<file path="config.mk">
export PLATFORM = sky130hd
export DESIGN_NAME = fds_front
export DESIGN_NICKNAME = d
export VERILOG_FILES = /design/src/rtl/fds_pkg.sv /design/src/rtl/fds_front.sv
export SDC_FILE = /design/constraint.sdc
export NUM_CORES = 1
export LEC_CHECK = 0
export BUFFER_PORTS_ARGS = -buffer_cell sky130_fd_sc_hd__buf_2
export CAP_MARGIN = 5
export CORE_ASPECT_RATIO = 0.7
export CORE_MARGIN = 2
export CORE_UTILIZATION = 45
export DETAILED_ROUTE_END_ITERATION = 7
export MAX_ROUTING_LAYER = met4
export PLACE_DENSITY_LB_ADDON = 0.05
export SYNTH_ARGS = -nofsm -noshare
export SYNTH_HDL_FRONTEND = slang
export SYNTH_SLANG_ARGS = --single-unit
</file>
<file path="constraint.sdc">
create_clock -name clk_i -period 4 [get_ports clk_i]
set_clock_uncertainty 0.1 [all_clocks]
set_input_delay 0.6 -clock clk_i [delete_from_list [all_inputs] [get_ports clk_i]]
set_output_delay 0.6 -clock clk_i [all_outputs]
set_load 0.1 [all_outputs]
</file>
<file path="src/rtl/fds_pkg.sv">
// ----------------------------------------------------------------------------
// fds_pkg: shared types and constants of the frame delivery statistics block
// Event codes, the command record passed from front to back, constants.
// ----------------------------------------------------------------------------
`default_nettype none

package fds_pkg;

  typedef enum logic [1:0] {
    OP_HEAD  = 2'd0,
    OP_BODY  = 2'd1,
    OP_CHECK = 2'd2,
    OP_READ  = 2'd3
  } op_e;

  localparam logic [31:0] ALL32 = 32'hFFFF_FFFF;
  localparam int unsigned US_PER_SEC = 1000000;
  localparam logic [19:0] INTERVAL_RESET = 20'd33333;

  // one classified event, front to back
  typedef struct packed {
    op_e         op;
    logic [63:0] now;
    logic [6:0]  idx;
  } cmd_t;

endpackage

`default_nettype wire

</file>
<file path="src/rtl/fds_front.sv">
// ----------------------------------------------------------------------------
// fds_front: event intake
// Accepts events and queues them for the back end in a two-entry FIFO.
// ----------------------------------------------------------------------------
`default_nettype none

module fds_front
  import fds_pkg::*;
#(
  parameter int TIME_BITS = 48
) (
  input  wire logic        clk_i,
  input  wire logic        rst_ni,
  input  wire logic        start_i,
  input  wire logic [1:0]  opcode_i,
  input  wire logic [47:0] timestamp_us_i,
  input  wire logic [6:0]  bucket_index_i,
  output logic             busy_o,
  output logic             cmd_valid_o,
  output cmd_t             cmd_o,
  input  wire logic        cmd_take_i
);

  cmd_t        fifo_q [2];
  logic        wr_q, rd_q;
  logic [1:0]  cnt_q;
  logic        push;
  logic [63:0] now;

  assign busy_o = (cnt_q == 2'd2);
  assign push   = start_i && !busy_o;
  assign cmd_valid_o = (cnt_q != 2'd0);
  assign cmd_o  = fifo_q[rd_q];

  // time taken modulo 2^TIME_BITS, from at most the 48 timestamp bits
  always_comb begin
    now = '0;
    for (int b = 0; b < TIME_BITS; b++) begin
      if (b < 48) now[b] = timestamp_us_i[b];
    end
  end

  always_ff @(posedge clk_i or negedge rst_ni) begin
    if (!rst_ni) begin
      wr_q  <= 1'b0;
      rd_q  <= 1'b0;
      cnt_q <= 2'd0;
    end else begin
      if (push) wr_q <= !wr_q;
      if (cmd_take_i) rd_q <= !rd_q;
      cnt_q <= cnt_q + {1'b0, push} - {1'b0, cmd_take_i};
    end
  end

  always_ff @(posedge clk_i) begin
    if (push) fifo_q[wr_q] <= '{op: op_e'(opcode_i), now: now, idx: bucket_index_i};
  end

endmodule

`default_nettype wire

</file>
==> metrics.md, run 1 <==
| Metric | Value |
|---|---|
| Vias per Instance | `4.58` |
| Max cap viols | `0` |
| Worst slew pin tran | `0.642 ns` |
| Vias | `2233` |
| Post-DRT Antenna Nets | `0` |
| Number of global-route vias before repair | `2248` |
| Synthesized area per cell | `21.4 um2` |
| Layer with the highest usage | `met2` |
| Post-route minimum period | `2.72 ns` |
| DRT iter0 DRCs | `131` |
| Antenna violations before repair | `0` |
| Setup crit start kind | `register` |
| Root Buffer Master | `clkbuf_16` |
| # DRC | `0` |
| Reg area | `3520 um2` |
| DRT Pass-1 Iters | `4` |
| Post-Route Setup TNS | `0 ns` |
| Total core area | `9720 um2` |
| Hpwl dp | `4940 um` |
| Layout area overhead | `27.5%` |
| Ant diodes | `0` |
| CP Capture Type | `output port` |
| Fillers | `746` |
| Mapped Cells | `211` |
| Slew Limit Fails | `0` |
| Drt total wl | `7650 um` |
| Core Rows | `30` |
| Met2 Use GR | `0.224` |
| Initial Utilization | `0.464` |
| Critical path required time | `3.30 ns` |
| Die Span X | `124 um` |
| H-tree Lvls | `4` |
| Most frequent cells in the layout | `buf_2, edfxtp_1, mux2_2` |
| RSZ-0062 raised after global routing | `false` |
| Total track usage | `0.152` |
| Post-cts sizing count | `0` |
| Yosys Warn Count | `0` |
| Area of the multi-input gates | `872 um2` |
| Largest net degree at the start of global routing | `46` |
| Clock sinks | `118` |
| Post-CTS Hold Fix Bufs | `1` |
| CTS buffer count | `17` |
| Headroom to the max-slew limit | `0.571` |
| Worst-path clk slew | `0.05 ns` |
| Global-route wire length before repair | `11300 um` |
| I/O Buffers | `119` |
| Die Y | `87.7 um` |
| Commonest non-fill, non-tap cell in the layout | `buf_2` |
| Clock Tree Buf Depth | `2` |
| Ports | `136` |
| Global routing usage on met1 | `0.187` |
| Final Hold Vio Count | `0` |
| WS Path Type | `register to output port` |
| Worst-Skew Late Latency | `0.39 ns` |
| Routability congestion estimate | `0.755` |
| CTS tree | `done` |
| Total grt overflow | `0` |
| Flops & latches, synth | `118` |
| Die area | `10800 um2` |
| WL/cell | `15.7 um` |
| Status | `finished clean` |
| Met3 usage | `0.0599` |
| Tcrit/Tclk final | `0.680` |
| Count of final setup violators | `0` |
| Worst Path Max Fanout | `45` |
| Netlist cell types | `17` |
| Nets@finish | `410` |
| Crit path DAT | `2.02 ns` |
| Max Clk Rate | `368 MHz` |
| Post-Synthesis Cell Area | `4510 um2` |
| Share of layout cells above drive strength 1 | `0.586` |
| Register area share after synthesis | `0.782` |
| Hold Path Class | `input port to register` |
| Postcts setup bufs | `0` |
## final timing paths
path | start | to | slack (ns) | depth (start not counted)
setup / recovery | rd_q | cmd_o[51] | 1.28 | 3
hold / removal | timestamp_us_i[10] | fifo_q[1][17] | 0.29 | 1
setup reg to reg | cnt_q[1] | fifo_q[0][0] | 2.05 | 4
hold reg to reg | cnt_q[0] | cnt_q[0] | 0.41 | 1
max in group asynchronous | rst_ni | rd_q | 3.21 | 2
min in group asynchronous | rst_ni | rd_q | 0.46 | 2
## logic make-up after synthesis
| group | share of synthesized area |
|---|---|
| mux | 0.159 |
| buf+inv | 0.0391 |
| xor+xnor | 0.00777 |
| simple gates | 0.00583 |
| other cells | 0.000832 |
| fa+ha+maj | 0.00555 |
| flops | 0.782 |
## area by class of cell
class                           count  area share
Clock buffer                       19      0.0753
Timing Repair Buffer              124       0.115
Sequential cell                   118       0.613
Tap cell                          128      0.0279
Inverter                            2     0.00131
Clock inverter                     13      0.0157
Multi-Input combinational cell     84       0.152
## registers in the layout (all words and copies together) (netlist names)
signal	cells
cnt_q	2
fifo_q	114
rd_q	1
wr_q	1
## critical path: stages (launching register included)
cell and delay, ns:
dfrtp_2 0.58, buf_12 0.34, mux2_2 0.38, buf_2 0.29
## per-layer routing
layer  up-vias  share of wire
met1      1075           0.46
met5         -              0
met3         8          0.071
met2        95           0.46
met4         0          0.010
li1       1055              -
## Yosys cell counts
master | count | area, um2
xnor2_1 | 3 | 26.3
edfxtp_1 | 114 | 3420
conb_1 | 1 | 3.75
buf_4 | 16 | 120
dfrtp_1 | 4 | 100
buf_2 | 3 | 15.0
nand2b_1 | 1 | 6.26
mux2_2 | 37 | 417
or2_2 | 1 | 6.26
ha_1 | 2 | 25.0
buf_6 | 3 | 33.8
xor2_1 | 1 | 8.76
inv_1 | 2 | 7.51
and3_1 | 1 | 6.26
nor2_1 | 1 | 3.75
mux2_4 | 20 | 300
nand2_1 | 1 | 3.75
## per-stage QoR
stage          instances  setup WS (ns)  hold WS (ns)  utilization  cell area, um2
2_1_floorplan        226          0.348         0.204            -            4560
3_3_place_gp         455           1.70         0.312        0.536            5220
3_5_place_dp         455           1.68         0.312        0.536            5220
4_1_cts              488           1.25         0.270        0.591            5750
5_1_grt              488           1.20         0.271        0.591            5750
6_report             488           1.28         0.290        0.591            5750
Power of run 1 is not shown: default switching activity piles up to over one toggle a cycle in this logic, so the estimate is an artifact.
==> run 2: changes to the inputs <==
Clock period 4 ns to 2.3 ns, I/O delays scaled along.
==> run 2 against run 1 <==
  * Count of clock-buffer cells in the layout grew 2
  * Hold slack lost 0.25 ns
  * Non-clock buffer count grew 4
  * Setup slack lost 1.2 ns
  * Wire length shrank 0.72%
  * Via count grew 0.99%
  * Register-to-register slack lost 1.4 ns
  * Flip-flop and latch count is the same
  * Cell count grew 0.41%
  * Utilization grew 1.2 points
  * Cell area grew 2.1%
  * Sequential share of layout area shrank 1.2 points
==> metrics.md, run 2 (synthesis results as in run 1) <==
| Metric | Value |
|---|---|
| CP max stage delay | `0.57 ns` |
| Headroom to the max-slew limit | `0.662` |
| Die area | `10800 um2` |
| Max Clk Rate | `445 MHz` |
| Area of the multi-input gates | `872 um2` |
| Status | `finished clean` |
| CTS tree | `done` |
| Hold Path Class | `input port to register` |
| # DRC | `0` |
| Ant diodes | `0` |
| Tcrit/Tclk final | `0.978` |
| Drt total wl | `7600 um` |
| Reg area | `3530 um2` |
| Slowest CP cell | `dfrtp_4` |
| RSZ-0062 raised after global routing | `false` |
| Largest net degree at the start of global routing | `34` |
| Reg2Reg Depth | `4` |
| Die Y | `87.7 um` |
| Number of global-route vias before repair | `2321` |
| WS Path Type | `register to output port` |
| Post-route minimum period | `2.25 ns` |
| Most frequent cells in the layout | `edfxtp_1, buf_2, mux2_2` |
| Die Span X | `124 um` |
| Ports | `136` |
| Largest Register | `fifo_q` |
| Final Hold Vio Count | `0` |
| Count of final setup violators | `0` |
| DRT Pass-1 Iters | `4` |
| Routability congestion estimate | `0.703` |
| Clock sinks | `118` |
| Hpwl dp | `5070 um` |
| CP Capture Type | `output port` |
| H-tree Lvls | `4` |
| Layout area overhead | `30.2%` |
| Vias per Instance | `4.60` |
| Post-DRT Antenna Nets | `0` |
| Crit path DAT | `1.80 ns` |
| Regs by FF count | `fifo_q (114), cnt_q (2)` |
| Core Rows | `30` |
| Vias | `2255` |
| Worst Hold Path EP | `fifo_q[1][52]` |
| I/O Buffers | `119` |
| Worst Path Max Fanout | `17` |
| Post-Route Setup TNS | `0 ns` |
| Postcts setup bufs | `0` |
| DRT iter0 DRCs | `115` |
| Placed Area | `5270 um2` |
| Critical path required time | `1.86 ns` |
| Fillers | `752` |
| Hold path cells | `1` |
| Worst-Skew Late Latency | `0.39 ns` |
| Root Buffer Master | `clkbuf_16` |
| Nets@finish | `414` |
| Total track usage | `0.151` |
| Hold Startpoint | `timestamp_us_i[45]` |
| CTS buffer count | `17` |
| Clock Tree Buf Depth | `2` |
| Total core area | `9720 um2` |
| WL/cell | `15.5 um` |
| Antenna violations before repair | `0` |
| Design Area, Final | `5870 um2` |
| Reg2Reg Capture Point | `fifo_q[0][29]` |
| Setup crit start kind | `register` |
| Commonest non-fill, non-tap cell in the layout | `edfxtp_1` |
| Initial Utilization | `0.464` |
| R2R Setup Slk | `0.64 ns` |
| Max FFs per register | `114` |
| Slew Limit Fails | `0` |
| Worst slew pin tran | `0.511 ns` |
| Worst-path clk slew | `0.05 ns` |
| FF-to-FF Start | `cnt_q[0]` |
| Global-route wire length before repair | `11400 um` |
| Max cap viols | `0` |
| Share of layout cells above drive strength 1 | `0.575` |
| Critical Path, Cell by Cell | `buf_12 -> mux2_4 -> buf_2` |
| Total grt overflow | `0` |
run 2: cell types whose count changed in the layout (fill, tap and decap cells not counted):
cell,before,now
dfrtp_2,1,0
clkbuf_1,2,4
clkinv_2,8,2
clkinv_1,3,6
buf_12,2,4
buf_2,119,86
buf_4,2,5
dfrtp_4,0,1
clkinv_4,1,0
clkbuf_4,0,32
run 2: critical path: cells and delay by family, from the launching register on:
family | cells | cell delay (ns)
buf+inv | 2 | 0.62
flops | 1 | 0.57
mux | 1 | 0.20
run 2: per-layer routing:
layer	vias up	share of wire	GRT usage
met1	1090	0.45	0.188
met4	0	0.0063	0.0527
met3	6	0.078	0.0710
met2	93	0.46	0.219
met5	-	0	-
li1	1066	-	-
run 2: cell type report:
| type | instances | area share |
|---|---|---|
| Sequential cell | 118 | 0.601 |
| Multi-Input combinational cell | 84 | 0.149 |
| Timing Repair Buffer | 128 | 0.136 |
| Clock buffer | 21 | 0.0751 |
| Tap cell | 128 | 0.0273 |
| Clock inverter | 9 | 0.0107 |
| Inverter | 2 | 0.00128 |
run 2: worst max path at each step:
stage	startpoint	endpoint	depth (start not counted)	slack, ns
floorplan	cnt_q[1]	fifo_q[0][0]	3	0.32
global placement	rd_q	cmd_o[72]	3	0.41
detailed placement	rd_q	cmd_o[54]	3	0.41
CTS	rd_q	cmd_o[8]	3	0.004
global route	rd_q	cmd_o[33]	3	0.001
finish	rd_q	cmd_o[33]	3	0.05
run 2: through the flow:
stage,hold slack [ns],util,std cells,worst slack (ns)
3_3_place_gp,0.0625,0.542,459,0.414
6_report,0.0367,0.604,490,0.0505
5_1_grt,0.0161,0.604,490,0.00109
4_1_cts,0.0201,0.595,490,0.00383
3_5_place_dp,0.0606,0.542,459,0.406
2_1_floorplan,-0.0506,-,226,0.323
run 2: repair_timing:
item,CTS,global route
hold endpoints to repair,4,0
setup endpoints to repair,23,33
gates resized for setup,1,34
hold buffers,1,0
Power of run 2 is left out for the same reason.
